**config.mk**
```make
export PLATFORM = sky130hd
export DESIGN_NAME = dpq_seq
export DESIGN_NICKNAME = d
export VERILOG_FILES = /design/src/design/dpq_pkg.sv /design/src/design/dpq_seq.sv
export SDC_FILE = /design/constraint.sdc
export NUM_CORES = 1
export LEC_CHECK = 0
export BUFFER_PORTS_ARGS = -buffer_cell sky130_fd_sc_hd__buf_2
export CAP_MARGIN = 20
export CORE_MARGIN = 2
export CORE_UTILIZATION = 25
export CTS_CLUSTER_DIAMETER = 100
export DETAILED_ROUTE_END_ITERATION = 6
export PLACE_DENSITY = 0.41
export SYNTH_ARGS = -nofsm -noshare
export SYNTH_HDL_FRONTEND = slang
export SYNTH_SLANG_ARGS = --single-unit
export TNS_END_PERCENT = 50
```
**constraint.sdc**
```tcl
create_clock -name clk -period 8.6 [get_ports clk]
set_input_delay 0.86 -clock clk [delete_from_list [all_inputs] [get_ports clk]]
set_output_delay 0.86 -clock clk [all_outputs]
set_load 0.005 [all_outputs]
```
**src/design/dpq_pkg.sv**
```systemverilog
// Shared types and constants of the double-ended priority queue
`timescale 1ns / 1ps
`default_nettype none
package dpq_pkg;

	localparam int CAPACITY_DEF   = 1024;
	localparam int COUNT_BITS_DEF = 16;
	localparam int VALUE_W        = 32;
	localparam int OP_W           = 2;

	localparam logic [OP_W-1:0] OP_INSERT  = 2'd0;
	localparam logic [OP_W-1:0] OP_POP_MIN = 2'd1;
	localparam logic [OP_W-1:0] OP_POP_MAX = 2'd2;

	localparam logic signed [VALUE_W-1:0] NEG_ONE = -32'sd1;

	typedef struct packed {
		logic                      overflowed;
		logic                      was_empty;
		logic signed [VALUE_W-1:0] popped_value;
	} result_t;

endpackage
`default_nettype wire

```
**src/design/dpq_seq.sv**
```systemverilog
// Sequencer and compare unit: binary search, shift, count update over one RAM
`timescale 1ns / 1ps
`default_nettype none
module dpq_seq #(
	parameter int CAPACITY   = dpq_pkg::CAPACITY_DEF,
	parameter int COUNT_BITS = dpq_pkg::COUNT_BITS_DEF
) (
	input  wire logic                                      clk,
	input  wire logic                                      arst_n,
	input  wire logic                                      in_valid,
	output logic                                           in_ready,
	input  wire logic [dpq_pkg::OP_W-1:0]                  in_op,
	input  wire logic signed [dpq_pkg::VALUE_W-1:0]        in_value,
	output logic                                           res_valid,
	input  wire logic                                      res_ready,
	output dpq_pkg::result_t                               res,
	output logic                                           ram_wr_en,
	output logic [$clog2(CAPACITY)-1:0]                    ram_wr_addr,
	output logic [dpq_pkg::VALUE_W+COUNT_BITS-1:0]         ram_wr_data,
	output logic                                           ram_rd_en,
	output logic [$clog2(CAPACITY)-1:0]                    ram_rd_addr,
	input  wire logic [dpq_pkg::VALUE_W+COUNT_BITS-1:0]    ram_rd_data
);

	localparam int IDX_W  = $clog2(CAPACITY);
	localparam int OCC_W  = $clog2(CAPACITY + 1);
	localparam int DATA_W = dpq_pkg::VALUE_W + COUNT_BITS;
	localparam logic [OCC_W:0]        CAP_EXT = (OCC_W + 1)'(CAPACITY);
	localparam logic [OCC_W-1:0]      CAP_OCC = OCC_W'(CAPACITY);
	localparam logic [OCC_W-1:0]      OCC_ONE = OCC_W'(1);
	localparam logic [COUNT_BITS-1:0] CNT_ONE = COUNT_BITS'(1);

	localparam logic [3:0] S_IDLE   = 4'd0;
	localparam logic [3:0] S_SRCH   = 4'd1;
	localparam logic [3:0] S_SCMP   = 4'd2;
	localparam logic [3:0] S_PROBE  = 4'd3;
	localparam logic [3:0] S_PCMP   = 4'd4;
	localparam logic [3:0] S_NEW    = 4'd5;
	localparam logic [3:0] S_SHIFT  = 4'd6;
	localparam logic [3:0] S_PLACE  = 4'd7;
	localparam logic [3:0] S_POPUPD = 4'd8;
	localparam logic [3:0] S_RESP   = 4'd9;

	logic [3:0]                         state_q, state_d;
	logic [dpq_pkg::OP_W-1:0]           op_q, op_d;
	logic signed [dpq_pkg::VALUE_W-1:0] val_q, val_d;
	logic [OCC_W-1:0]                   lo_q, lo_d, hi_q, hi_d, idx_q, idx_d;
	logic [OCC_W-1:0]                   occ_q, occ_d;
	logic [IDX_W-1:0]                   base_q, base_d;
	dpq_pkg::result_t                   res_q, res_d;

	logic [OCC_W-1:0]                   rd_log, wr_log, mid;
	logic signed [dpq_pkg::VALUE_W-1:0] rd_val;
	logic [COUNT_BITS-1:0]              rd_cnt;
	logic                               rd_less;

	// Map a position in value order onto the ring held in RAM
	function automatic logic [IDX_W-1:0] phys(input logic [IDX_W-1:0] b,
			input logic [OCC_W-1:0] l);
		logic [OCC_W:0] s;
		s = (OCC_W + 1)'(b) + (OCC_W + 1)'(l);
		if (s >= CAP_EXT) begin
			s = s - CAP_EXT;
		end
		return s[IDX_W-1:0];
	endfunction

	assign rd_val  = ram_rd_data[DATA_W-1:COUNT_BITS];
	assign rd_cnt  = ram_rd_data[COUNT_BITS-1:0];
	assign rd_less = rd_val < val_q;
	assign mid     = lo_q + ((hi_q - lo_q) >> 1);

	assign ram_rd_addr = phys(base_q, rd_log);
	assign ram_wr_addr = phys(base_q, wr_log);

	assign in_ready  = (state_q == S_IDLE);
	assign res_valid = (state_q == S_RESP);
	assign res       = res_q;

	always_comb begin
		state_d     = state_q;
		op_d        = op_q;
		val_d       = val_q;
		lo_d        = lo_q;
		hi_d        = hi_q;
		idx_d       = idx_q;
		occ_d       = occ_q;
		base_d      = base_q;
		res_d       = res_q;
		ram_rd_en   = 1'b0;
		rd_log      = '0;
		ram_wr_en   = 1'b0;
		wr_log      = '0;
		ram_wr_data = '0;
		case (state_q)
			S_IDLE: begin
				if (in_valid) begin
					op_d  = in_op;
					val_d = in_value;
					res_d = '0;
					case (in_op)
						dpq_pkg::OP_INSERT: begin
							lo_d    = '0;
							hi_d    = occ_q;
							state_d = S_SRCH;
						end
						dpq_pkg::OP_POP_MIN, dpq_pkg::OP_POP_MAX: begin
							if (occ_q == '0) begin
								res_d.popped_value = dpq_pkg::NEG_ONE;
								res_d.was_empty    = 1'b1;
								state_d            = S_RESP;
							end else begin
								idx_d     = (in_op == dpq_pkg::OP_POP_MIN) ? '0 : occ_q - OCC_ONE;
								ram_rd_en = 1'b1;
								rd_log    = idx_d;
								state_d   = S_POPUPD;
							end
						end
						default: begin
							state_d = S_RESP;
						end
					endcase
				end
			end
			S_SRCH: begin
				if (lo_q < hi_q) begin
					ram_rd_en = 1'b1;
					rd_log    = mid;
					idx_d     = mid;
					state_d   = S_SCMP;
				end else begin
					state_d = S_PROBE;
				end
			end
			S_SCMP: begin
				if (rd_less) begin
					lo_d = idx_q + OCC_ONE;
				end else begin
					hi_d = idx_q;
				end
				state_d = S_SRCH;
			end
			S_PROBE: begin
				if (lo_q < occ_q) begin
					ram_rd_en = 1'b1;
					rd_log    = lo_q;
					state_d   = S_PCMP;
				end else begin
					state_d = S_NEW;
				end
			end
			S_PCMP: begin
				if (rd_val == val_q) begin
					if (&rd_cnt) begin
						res_d.overflowed = 1'b1;
					end else begin
						ram_wr_en   = 1'b1;
						wr_log      = lo_q;
						ram_wr_data = {rd_val, rd_cnt + CNT_ONE};
					end
					state_d = S_RESP;
				end else begin
					state_d = S_NEW;
				end
			end
			S_NEW: begin
				if (occ_q == CAP_OCC) begin
					res_d.overflowed = 1'b1;
					state_d          = S_RESP;
				end else if (occ_q > lo_q) begin
					idx_d     = occ_q - OCC_ONE;
					ram_rd_en = 1'b1;
					rd_log    = idx_d;
					state_d   = S_SHIFT;
				end else begin
					state_d = S_PLACE;
				end
			end
			S_SHIFT: begin
				// write back the entry read last cycle one place up, fetch the next one down
				ram_wr_en   = 1'b1;
				wr_log      = idx_q + OCC_ONE;
				ram_wr_data = ram_rd_data;
				if (idx_q > lo_q) begin
					idx_d     = idx_q - OCC_ONE;
					ram_rd_en = 1'b1;
					rd_log    = idx_d;
				end else begin
					state_d = S_PLACE;
				end
			end
			S_PLACE: begin
				ram_wr_en   = 1'b1;
				wr_log      = lo_q;
				ram_wr_data = {val_q, CNT_ONE};
				occ_d       = occ_q + OCC_ONE;
				state_d     = S_RESP;
			end
			S_POPUPD: begin
				res_d.popped_value = rd_val;
				if (rd_cnt > CNT_ONE) begin
					ram_wr_en   = 1'b1;
					wr_log      = idx_q;
					ram_wr_data = {rd_val, rd_cnt - CNT_ONE};
				end else begin
					occ_d = occ_q - OCC_ONE;
					// drop the smallest entry by advancing the ring base
					if (op_q == dpq_pkg::OP_POP_MIN) begin
						base_d = phys(base_q, OCC_ONE);
					end
				end
				state_d = S_RESP;
			end
			S_RESP: begin
				if (res_ready) begin
					state_d = S_IDLE;
				end
			end
			default: begin
				state_d = S_IDLE;
			end
		endcase
	end

	always_ff @(posedge clk or negedge arst_n) begin
		if (!arst_n) begin
			state_q <= S_IDLE;
			occ_q   <= '0;
			base_q  <= '0;
		end else begin
			state_q <= state_d;
			occ_q   <= occ_d;
			base_q  <= base_d;
		end
	end

	always_ff @(posedge clk) begin
		op_q  <= op_d;
		val_q <= val_d;
		lo_q  <= lo_d;
		hi_q  <= hi_d;
		idx_q <= idx_d;
		res_q <= res_d;
	end

endmodule
`default_nettype wire

```
# Yosys cells after proc, flatten, opt, wreduce, memory -nomap -nowiden
# Index checks and enable logic that the tools add are counted.
# word_totals
ff_bits,126
inputBits,86
output_inout_bits,106
# classes
addsub,14
magnitude_cmp,9
n_eq_ne,30
mux,71
bitwise,1
n_reduce_logical,21
# op_table
cell,count
11-bit two-way mux,26
48-bit one-hot mux with 4 select lines,1
48-bit two-way mux,3
11-bit one-hot mux with 4 select lines,2
33-bit two-way mux,2
11-bit one-hot mux with 2 select lines,3
32-bit one-hot mux with 2 select lines,1
11-bit one-hot mux with 5 select lines,1
4-bit one-hot mux with 9 select lines,1
34-bit two-way mux,1
32-bit equality test,1
32-bit less-than comparator,1
10-bit two-way mux,3
10-bit by 1-bit subtractor with 10-bit output (second input constant),3
2-bit != test (second input constant),13
10-bit by 11-bit adder with 12-bit output,2
12-bit by 11-bit greater-or-equal comparator with 1-bit output (second input constant),2
11-bit by 1-bit adder with 11-bit output (second input constant),2
11-bit > comparator,2
11-bit less-than comparator,2
11-bit by 1-bit subtractor with 11-bit output (second input constant),2
4-bit two-way mux,5
1-bit two-way mux,18
16-bit by 1-bit adder with 16-bit output (second input constant),1
other kinds (31),48

# Depth between registers and ports, before layout
# Gate-level depths: netlist of the first run.
# depth
depth_word,9
depth_mapped,22

# Worst setup path after synthesis of the first run
# Ideal clock, no wire load.
# synth_timing
path_kind,input -> output
start,input port in_valid
end,output port ram_rd_addr[9]
t_arrival_ns,4.882
setup_slack_ns,2.858
path_stages,15
path_buffers,2
path_cell_list,and2_1 > clkbuf_1 > nand2_1 > o32a_1 > clkbuf_1 > o21ai_0 > ha_1 > a21o_1 > a21oi_1 > o21bai_1 > a21oi_1 > nor2b_1 > o21a_1 > o41ai_1 > xnor3_1
# synth_via
elab_chain_cells,5
elab_cells_between_ends,6
# synth_rtl
item,line_no,text
from (decl),dpq_seq.sv:10,"input wire logic in_valid,"
11-bit two-way mux (*),dpq_seq.sv:97,if (in_valid) begin
11-bit one-hot mux with 5 select lines (*),dpq_seq.sv:95,case (state_q)
10-bit by 11-bit adder with 12-bit output (*),dpq_seq.sv:61,s = (OCC_W + 1)'(b) + (OCC_W + 1)'(l);
10-bit by 1-bit subtractor with 10-bit output / 12-bit by 11-bit greater-or-equal comparator with 1-bit output (equally long branches),"dpq_seq.sv:63, dpq_seq.sv:62",
10-bit two-way mux (*),dpq_seq.sv:62,if (s >= CAP_EXT) begin
to (decl),dpq_seq.sv:21,"output logic [$clog2(CAPACITY)-1:0] ram_rd_addr,"
# Every way passes the cells marked *; elsewhere a longest branch is shown, timed or not.

# Worst setup path after layout of the first run
# layout_timing
start,register lo_q[1]
end,output port ram_rd_addr[9]
# layout_via
elab_chain_cells,7
elab_cells_between_ends,16
# layout_rtl
item,line_no,text
from (decl),dpq_seq.sv:47,"logic [OCC_W-1:0] lo_q, lo_d, hi_q, hi_d, idx_q, idx_d;"
from (signal assigned),dpq_seq.sv:240,lo_q <= lo_d;
11-bit subtractor / 11-bit > comparator (equally long branches),"dpq_seq.sv:71, dpq_seq.sv:170",
11-bit by 10-bit adder with 11-bit output / 11-bit two-way mux (equally long branches),"dpq_seq.sv:71, dpq_seq.sv:170",
"11-bit two-way mux, on equally long branches","dpq_seq.sv:126, dpq_seq.sv:167",
11-bit one-hot mux with 5 select lines (*),dpq_seq.sv:95,
10-bit by 11-bit adder with 12-bit output (*),dpq_seq.sv:61,
10-bit by 1-bit subtractor with 10-bit output / 12-bit by 11-bit greater-or-equal comparator with 1-bit output (equally long branches),"dpq_seq.sv:63, dpq_seq.sv:62",
10-bit two-way mux (*),dpq_seq.sv:62,
# Marked as above.

==> flow_summary_export.csv, run 1 <==
group,metric,value,unit
setup_path,crit_fanout,10,
layout,postLayoutCoreUtil,30.80,%
floorplanning,std_cell_core_area,39910,um2
sta,timing.hold.ws,0.4384,ns
outcome,status,"complete, no violations",
sta,tightestPinTransition,1.003,ns
synthesis,synth_xor_xnor_area_share,6.943,%
place,place_congestion,0.8349,
layout,design_area,12290,um2
clocking,worstSkewPairLatency,0.45,ns
synthesis,post_synth_fa_ha_maj_area_fraction,13.59,%
layout,design.final.nets,1508,
setup_path,timing.critical_path.from_type,"register",
worst_hold_path,min-delay-path-class,"in2async",
setup_path,setup.worst_path.class,"reg2out",
sta,report.final.setup_viol,0,
setup_path,cp_top_family,"compound AO/OA/AOI/OAI gates",
sta,finalSetupTns,0,ns
setup_path,crit_path_cell_trace,"inv_1, ha_1, nand2_1, o21ai_0, o2bb2ai_1, o31ai_1, nor2_1, buf_4, a22o_1, a31oi_1, o21ai_0, ha_1, a21o_1, a21oi_1, o21bai_1, a21oi_1, nor2b_1, o21a_1, o41ai_1, xnor3_1, buf_2",
synthesis,compound_cell_area_share_of_the_yosys_netlist,19.56,%
setup_path,end_kind,"output port",
setup_path,critical_path_buf_inv_count,3,
floorplanning,die_height,205.6,um
drt,drtIter0Drc,503,
setup_path,cp.arrival,5.66,ns
power,leakage,0.005600,uW
layout,drive_gt1_share,18.76,%
synthesis,post_synth_inst_count,1147,
power,p_per_cell_area,328.5,nW/um2
drt,drt-wirelength-per-cell,18.76,um
clocking,cts_tree,"yes",
synthesis,syn-mean-instance-area,8.861,um2
setup_path,setup.worst_path.start,"lo_q[1]",
clocking,cts.reportedPaths.clkPinSlew,0.06,ns
sta,final_min_period_over_clock_period,75.85,%
synthesis,yosys_warnings,0,
synthesis,yosys.cell_types.count,64,
floorplanning,ioPinCount,192,
synthesis,synth-async-reset-ratio,19.84,%
synthesis,synthesis.area,10160,um2
place,dp_hpwl,26.74,mm
setup_path,timing.critical_path.required,7.74,ns
clocking,post_cts.resized_instances,0,
clocking,cts-buffers-inserted,17,
sta,grt_setup_unrepaired,"false",
synthesis,post_synth_simple_gate_area,18.60,%
sta,timing.fmax,0.1533,GHz
grt,globalRouteOverflowTotal,0,
job,drv.max_cap_violation_count,0,
sta,shortest_clock_period_the_worst_path_allows_after_layout,6.523,ns
synthesis,synth.mux.area_fraction,0,%
layout,area.growth.synth_to_final,20.94,%
drt,viasPerCell,4.923,
sta,timing.final.hold_violations,0,
sta,timing.max_slew.rel_slack,32.98,%
drt,drc,0,
synthesis,synthesis.nets,1341,
setup_path,critPathSlowestCell,"o31ai_1",
setup_path,timing.rr.start,"lo_q[0]",
clocking,postCtsHoldBufs,0,
clocking,htreeDepth,4,
grt,gr-usage-all-layers,16.93,%
synthesis,synth-edff-count,101,
clocking,num_clock_sinks,126,
floorplanning,die_w,205.6,um
grt,grt_antenna_before_repair,7,
synthesis,combinational_family_with_the_most_area_after_synthesis,"compound AO/OA/AOI/OAI gates",
synthesis,synth-seq-cells,126,
drt,final_routed_wirelength_across_all_metal_layers,34.80,mm
clocking,post_cts.repair.setup_buffers,0,
grt,grt_pass1_vias,9219,
sta,final_clock_skew,0.01229,ns
floorplanning,initial_utilization,25.46,%
power,vdd_ir_drop_max,0.0001467,V
floorplanning,die_footprint,42280,um2
clocking,cts_max_path_buffers,2,
synthesis,yosysSeqAreaShare,36.00,%
sta,max_slew_violation_count,0,
drt,final_antenna_net_count,0,
floorplanning,fp-row-count,73,
setup_path,max_stage_delay,0.75,ns
clocking,root_buffer_cell,"clkbuf_16",
drt,drtPass1Iterations,5,
power,total_power,4037,uW
grt,grt_pass1_wl,54.41,mm
synthesis,postSynth.topFlopCell,"edfxtp_1",
drt,num_vias,9132,
grt,grt_start_max_net_pins,43,
place,port-buffer-count,191,
place,placedInstanceArea,11680,um2
==> cells in the final DEF, fill, tap and decap left out, types with 17 or more instances in the layout <==
cell type / count
o21ai_0: 57
dfrtp_1: 25
nand3_1: 36
a21o_1: 18
inv_1: 78
edfxtp_1: 101
a22o_1: 35
nor2_1: 86
xor2_1: 25
xnor2_1: 53
buf_2: 191
nand2_1: 146
a21oi_1: 65
ha_1: 104
nor3_1: 37
clkbuf_16: 17
==> area by class of cell <==
class / instances / area [um2]
Multi-Input combinational cell: 882 / 5981
Tap cell: 525 / 656.9
Fill cell: 4247 / 27620
Timing Repair Buffer: 208 / 1087
Clock inverter: 8 / 132.6
Sequential cell: 126 / 3659
Inverter: 79 / 296.5
Clock buffer: 24 / 471.7
Antenna cell: 3 / 7.507
==> worst paths after layout <==
check | slack [ns] | cells after the start | end
min in group clk | 0.53 | 1 | base_q[9]
setup reg to reg | 4.82 | 15 | idx_q[9]
setup / recovery | 2.08 | 21 | ram_rd_addr[9]
hold / removal | 0.44 | 1 | base_q[2]
hold reg to reg | 0.53 | 1 | base_q[9]
max in group asynchronous | 7.71 | 1 | occ_q[4]
==> layer usage <==
layer / GRT usage (%) / up-vias / share of wire [%]
li1: - / 4513 / -
met1: 22.55 / 4337 / 46
met2: 26.54 / 241 / 46
met3: 5.369 / 33 / 7.2
met4: 4.085 / 8 / 1.1
met5: 0 / - / 0.17
==> sequential cells by signal (all words and copies together) (netlist names) <==
register  flops
val_q        32
hi_q         11
occ_q        11
base_q       10
lo_q         11
state_q       4
res          34
op_q          2
idx_q        11
==> synthesized netlist by cell type (all sizes together) (5+ instances only) <==
master  number  area (um2)
inv         78       292.8
a31oi        8       50.05
nor4         7       58.81
clkbuf      52       195.2
nand2b      14       87.58
nor3        38       190.2
o21ai       57       285.3
or3         11       78.82
a21oi       65       325.3
a22o        35       306.5
a211oi      11       82.58
o221ai       5       43.79
and2         5       31.28
o211ai      12       90.09
o31ai        5       37.54
o22ai        8       50.05
buf          8       47.54
and3        12       75.07
xnor2       53       464.2
or2          5       31.28
ha         104        1301
o21bai       6       45.04
nand3       36       180.2
nand4       16       100.1
nor2b       16       100.1
dfrtp       25       625.6
o21a        14       105.1
a32oi        6       52.55
a221o        8       80.08
a221oi       6       52.55
edfxtp     101        3033
xor2        25       219.0
nor2        87       326.6
nand2      146       548.0
a21o        18       135.1
==> stage by stage <==
stage / instances / setup slack (ns)
floorplan: 1147 / 2.858
global placement: 1819 / 2.448
detailed placement: 1820 / 2.372
CTS: 1852 / 2.090
global route: 1854 / 1.593
finish: 1855 / 2.077
==> where the power goes <==
part           switching [uW]  total, uW  leakage, uW  internal [uW]
registers                 201       1120      0.00127            920
clock network             292        766     0.000290            474
logic                    1280       2150      0.00404            867
total                    1780       4040      0.00560           2260
==> cells by family (layout without fill, tap and decap cells) <==
family	Yosys count	count (layout)
simple gates	403	403
compound gates	292	292
buf+inv	139	319
flops	126	126
fa+ha+maj	108	108
xor+xnor	79	79
other cells	0	3
==> worst register-to-register path, cell delays in order (launching register included) <==
cell      delay, ns
edfxtp_1       0.55
ha_1           0.31
fa_1           0.42
nor2b_1        0.13
o21ai_0        0.08
nand2b_1       0.18
a21o_1         0.14
a21oi_1        0.08
xnor2_1        0.22
ha_1           0.32
o21a_1         0.13
o21a_1         0.16
o22ai_1        0.22
o21ai_0        0.17
xnor2_1        0.22
o221ai_1       0.15
No activity file was read; power rests on OpenSTA's default activity.
==> run 2: changes to the inputs <==
ABC_AREA = 1   (was unset)
clock period = 6.8 ns   (was 8.6 ns; I/O delays follow)
==> run 2 against run 1 <==
Compared with the run above:
- flip-flop and latch count is the same
- core utilization fell by 0.77 points
- die area is 12% higher
- sequential power rose by 29%
- setup slack worse by 1.1 ns
- sequential share of layout area decreased by 2.8 points
- largest cell class unchanged
- first-iteration DRC count is 25% higher
- cell count grew 24%
- synthesized area rose by 12%
- register-to-register slack got worse by 1.8 ns
- worst hold slack got worse by 0.17 ns
==> flow_summary_export.csv, run 2 <==
group,metric,value,unit
outcome,status,"complete, no violations",
grt,globalRouteOverflowTotal,0,
floorplanning,fp-row-count,78,
synthesis,synth_top_area_cell,"edfxtp_1",
grt,grt_pass1_wl,62.59,mm
grt,gr-usage-all-layers,17.44,%
synthesis,post_synth_inst_count,1499,
synthesis,syn-mean-instance-area,7.599,um2
synthesis,synthesis.nets,1693,
setup_path,timing.critical_path.required,6.12,ns
layout,commonest_cells_after_routing_fill_and_taps_aside,"nand2_1, inv_1, buf_2",
synthesis,synth-seq-cells,126,
layout,design.final.nets,1877,
sta,timing.hold.ws,0.2668,ns
synthesis,synth-async-reset-ratio,19.84,%
layout,fill_cells,4952,
setup_path,cp.arrival,5.10,ns
drt,final_routed_wirelength_across_all_metal_layers,40.90,mm
synthesis,synthesis.area,11390,um2
drt,final_antenna_net_count,0,
synthesis,yosys_warnings,0,
floorplanning,initial_utilization,25.21,%
worst_hold_path,min-delay-path-class,"in2async",
setup_path,end_kind,"output port",
place,place_worst_setup_slack,1.466,ns
clocking,root_buffer_cell,"clkbuf_16",
sta,finalSetupTns,0,ns
sta,final_min_period_over_clock_period,85.04,%
sta,shortest_clock_period_the_worst_path_allows_after_layout,5.783,ns
clocking,post_cts.repair.setup_buffers,0,
place,port-buffer-count,191,
layout,area.growth.synth_to_final,19.11,%
sta,timing.fmax,0.1729,GHz
floorplanning,std_cell_core_area,45190,um2
sta,final_critical_path_setup_slack,1.017,ns
power,p_per_cell_area,420.4,nW/um2
setup_path,crit_fanout,6,
clocking,htreeDepth,4,
drt,num_vias,10645,
layout,largest_register_ffs,34,
grt,grt_antenna_before_repair,6,
clocking,postCtsHoldBufs,0,
drt,drtIter0Drc,627,
synthesis,synth_largest_type_area_fraction,26.63,%
synthesis,ys_top_cells_by_count,"nand2_1, inv_1, nor2_1",
layout,drive_gt1_share,17.51,%
floorplanning,die_w,217.5,um
grt,grt_start_max_net_pins,42,
clocking,cts.reportedPaths.clkPinSlew,0.07,ns
synthesis,synth_most_common_cell,"nand2_1",
clocking,cts-buffers-inserted,17,
synthesis,synth_top_cells_by_area,"edfxtp_1, ha_1, nand2_1",
drt,drtPass1Iterations,7,
place,place_congestion,0.8746,
floorplanning,ioPinCount,192,
clocking,num_clock_sinks,126,
power,total_power,5704,uW
clocking,worstSkewPairLatency,0.46,ns
synthesis,postSynth.topFlopCell,"edfxtp_1",
clocking,post_cts.resized_instances,0,
sta,grt_setup_unrepaired,"false",
setup_path,timing.critical_path.from_type,"register",
grt,grt_pass1_vias,10628,
sta,max_slew_violation_count,0,
floorplanning,die_height,217.5,um
sta,report.final.setup_viol,0,
sta,tightestPinTransition,0.8515,ns
power,vdd_ir_drop_max,0.0002412,V
synthesis,synth-edff-count,101,
sta,timing.max_slew.rel_slack,43.11,%
sta,final_clock_skew,0.01322,ns
setup_path,setup.worst_path.class,"reg2out",
drt,viasPerCell,4.634,
drt,drc,0,
drt,drt-wirelength-per-cell,17.81,um
synthesis,yosys.cell_types.count,58,
clocking,cts_max_path_buffers,2,
floorplanning,die_footprint,47290,um2
synthesis,yosysSeqAreaShare,32.12,%
job,drv.max_cap_violation_count,0,
clocking,cts_tree,"yes",
sta,timing.final.hold_violations,0,
layout,layout_commonest_cell,"nand2_1",
power,leakage,0.006456,uW
place,dp_hpwl,32.31,mm
-- run 2: final timing paths --
check                      slack (ns)  depth (start not counted)    startpoint             end
min in group clk                 0.39                          1  in_value[12]       val_q[12]
max in group asynchronous        6.03                          1        arst_n        occ_q[3]
setup reg to reg                 3.07                         17       lo_q[0]       idx_q[10]
setup / recovery                 1.02                         22       lo_q[0]  ram_rd_addr[9]
hold reg to reg                  0.57                          3       op_q[1]       base_q[2]
hold / removal                   0.27                          1        arst_n       base_q[4]
-- run 2: report_power, final --
group	internal, uW	switching (uW)	total, uW
sequential	1200	239	1440
clock	552	415	967
combinational	1110	2190	3300
total	2860	2850	5700
-- run 2: layout make-up --
cell class / count / area (um2) / share of cell area [%]
clock inverters: 15 / 173.9 / 1.282
repair buffers: 199 / 1016 / 7.488
multi-input cells: 1109 / 6675 / 49.20
well taps: 600 / 750.7 / 5.533
diodes: 1 / 2.502 / 0.01844
inverters: 230 / 865.8 / 6.381
flip-flops and latches: 126 / 3659 / 26.96
clock buffers: 17 / 425.4 / 3.135
-- run 2: layer usage --
layer | wire, um | share of wire [%] | vias to the layer above | track usage, %
met1 | 18730 | 46 | 4922 | 22.36
met4 | 704 | 1.7 | 6 | 4.429
met2 | 18900 | 46 | 257 | 28.86
met5 | 36 | 0.088 | - | 0
met3 | 2536 | 6.2 | 46 | 4.812
li1 | - | - | 5414 | -
-- run 2: metrics by stage --
step / utilization, % / cells / cell area, um2
floorplan: - / 1499 / 11390
global placement: 28.70 / 2264 / 12970
detailed placement: 28.70 / 2264 / 12970
CTS: 30.02 / 2296 / 13570
global route: 30.02 / 2296 / 13570
finish: 30.03 / 2297 / 13570
-- run 2: logic make-up (layout without fill, tap and decap cells) --
group / count (synthesis) / after routing / synth area share (%)
compound gates: 291 / 291 / 14.77
other cells: 0 / 1 / 0
mux: 6 / 6 / 0.5931
simple gates: 629 / 629 / 25.27
xor+xnor: 75 / 75 / 5.767
buf+inv: 264 / 461 / 9.347
fa+ha+maj: 108 / 108 / 12.13
flops: 126 / 126 / 32.12
-- run 2: worst max-delay path: stages, from the launching register on --
cell and delay, ns:
edfxtp_1 0.51, ha_1 0.28, fa_1 0.40, o21ai_0 0.38, a31oi_1 0.16, xnor2_1 0.16
ha_1 0.33, a21oi_1 0.14, o21ai_0 0.13, nor2_1 0.20, o21bai_1 0.11, or2_2 0.29
nand4_1 0.11, nand3_1 0.13, ha_1 0.34, a21oi_1 0.15, a21boi_0 0.26, nand4_1 0.12
nand2_1 0.10, nand4_1 0.09, nand2_1 0.09, inv_1 0.04, buf_2 0.12
==> run 3: changes to the inputs <==
CORE_UTILIZATION = 58   (was 25)
PLACE_DENSITY = 0.81   (was 0.41)
==> run 3 against run 2 <==
Compared with the run above:
- setup slack improved by 0.083 ns
- largest power group unchanged
- sequential share of layout area increased by 0.90 points
- largest cell class unchanged
- sequential power about the same
- clock skew decreased by 0.0043 ns
==> flow_summary_export.csv, run 3 (synthesis results as in run 2) <==
group,metric,value,unit
setup_path,timing.rr.start,"lo_q[0]",
layout,layout_commonest_cell,"nand2_1",
sta,tightestPinTransition,0.7683,ns
layout,drive_gt1_share,17.30,%
sta,final_clock_skew,0.008885,ns
drt,drtPass1Iterations,7,
setup_path,setup.worst_path.start,"lo_q[0]",
floorplanning,fp-row-count,51,
job,drv.max_cap_violation_count,0,
sta,final_min_period_over_clock_period,83.81,%
clocking,cts.reportedPaths.clkPinSlew,0.06,ns
clocking,root_buffer_cell,"clkbuf_16",
setup_path,timing.critical_path.from_type,"register",
sta,timing.fmax,0.1755,GHz
layout,layout.cells.non_filler,1959,
drt,num_vias,11262,
floorplanning,die_w,144.1,um
grt,grt_pass1_vias,10528,
drt,final_routed_wirelength_across_all_metal_layers,35.51,mm
outcome,status,"complete, no violations",
floorplanning,die_height,144.1,um
sta,max_slew_violation_count,0,
setup_path,timing.critical_path.required,6.12,ns
clocking,worstSkewPairLatency,0.43,ns
grt,grt_start_max_net_pins,47,
drt,drt-wirelength-per-cell,18.12,um
power,p_per_cell_area,427.7,nW/um2
setup_path,end_kind,"output port",
power,total_power,5615,uW
grt,grt_antenna_before_repair,0,
sta,shortest_clock_period_the_worst_path_allows_after_layout,5.699,ns
floorplanning,std_cell_core_area,19400,um2
layout,commonest_cells_after_routing_fill_and_taps_aside,"nand2_1, inv_1, buf_2",
drt,drtIter0Drc,1056,
clocking,post_cts.resized_instances,0,
clocking,cts_tree,"yes",
place,place_congestion,1.030,
layout,design.final.nets,1875,
layout,largest_register_ffs,34,
layout,design_area,13130,um2
sta,report.final.setup_viol,0,
place,placed_cells,1926,
clocking,post_cts.repair.setup_buffers,0,
drt,viasPerCell,5.749,
sta,finalSetupTns,0,ns
sta,grt_setup_unrepaired,"false",
clocking,htreeDepth,4,
setup_path,cp.arrival,5.02,ns
drt,drc,0,
grt,gr-usage-all-layers,34.49,%
clocking,postCtsHoldBufs,0,
power,leakage,0.006439,uW
layout,antenna_cells,0,
clocking,cts_max_path_buffers,2,
worst_hold_path,min-delay-path-class,"in2async",
place,placedInstanceArea,12520,um2
floorplanning,ioPinCount,192,
sta,timing.max_slew.rel_slack,48.67,%
grt,grt_pass1_wl,55.03,mm
sta,final_critical_path_setup_slack,1.101,ns
place,port-buffer-count,191,
layout,area.growth.synth_to_final,15.25,%
clocking,cts-buffers-inserted,17,
grt,globalRouteOverflowTotal,0,
place,place_worst_setup_slack,1.619,ns
floorplanning,die_footprint,20780,um2
clocking,num_clock_sinks,126,
setup_path,crit_fanout,6,
floorplanning,initial_utilization,58.72,%
place,dp_hpwl,27.39,mm
power,vdd_ir_drop_max,0.0002539,V
setup_path,setup.worst_path.class,"reg2out",
sta,timing.final.hold_violations,0,
drt,final_antenna_net_count,0,
## run 3: worst paths after layout
kind                                  end  cells after the start  slack, ns
max                        ram_rd_addr[9]                     22       1.10
min                             base_q[8]                      1       0.31
max reg2reg                     idx_q[10]                     17       2.99
min reg2reg                     base_q[3]                      3       0.63
max in group asynchronous        occ_q[9]                      1       6.00
min in group clk                 val_q[1]                      1       0.42
## run 3: through the flow
step | hold slack, ns | util (%)
2_1_floorplan | 0.3844 | -
3_3_place_gp | 0.5941 | 64.56
3_5_place_dp | 0.6031 | 64.56
4_1_cts | 0.3227 | 67.60
5_1_grt | 0.3508 | 67.67
6_report | 0.3130 | 67.67
## run 3: cell type report
class	instances	area [um2]
flip-flops and latches	126	3659
clock buffers	17	425.4
clock inverters	15	162.7
fillers	1676	6271
multi-input cells	1109	6675
inverters	230	865.8
repair buffers	197	1008
well taps	265	331.6
## run 3: power breakdown
group	leakage, uW	internal, uW	total (uW)	switching [uW]
combinational	0.00489	1110	3230	2120
sequential	0.00126	1200	1460	256
clock	0.000283	546	932	387
total	0.00644	2850	5610	2760
## run 3: worst max-delay path, stage by stage (launching register included)
cell and delay (ns):
edfxtp_1 0.52, ha_1 0.28, fa_1 0.41, o21ai_0 0.38, a31oi_1 0.16, xnor2_1 0.16, ha_1 0.33, a21oi_1 0.15
o21ai_0 0.13, nor2_1 0.19, o21bai_1 0.10, or2_2 0.29, nand4_1 0.08, nand3_1 0.09, ha_1 0.33, a21oi_1 0.17
a21boi_0 0.29, nand4_1 0.13, nand2_1 0.11, nand4_1 0.10, nand2_1 0.07, inv_1 0.03, buf_2 0.11
## run 3: layer usage
metal	global-route usage [%]	routed length, um	vias up
met3	5.762	3086	84
met4	11.04	1010	0
li1	-	-	5412
met5	0	0	-
met2	58.15	16860	561
met1	45.52	14550	5205
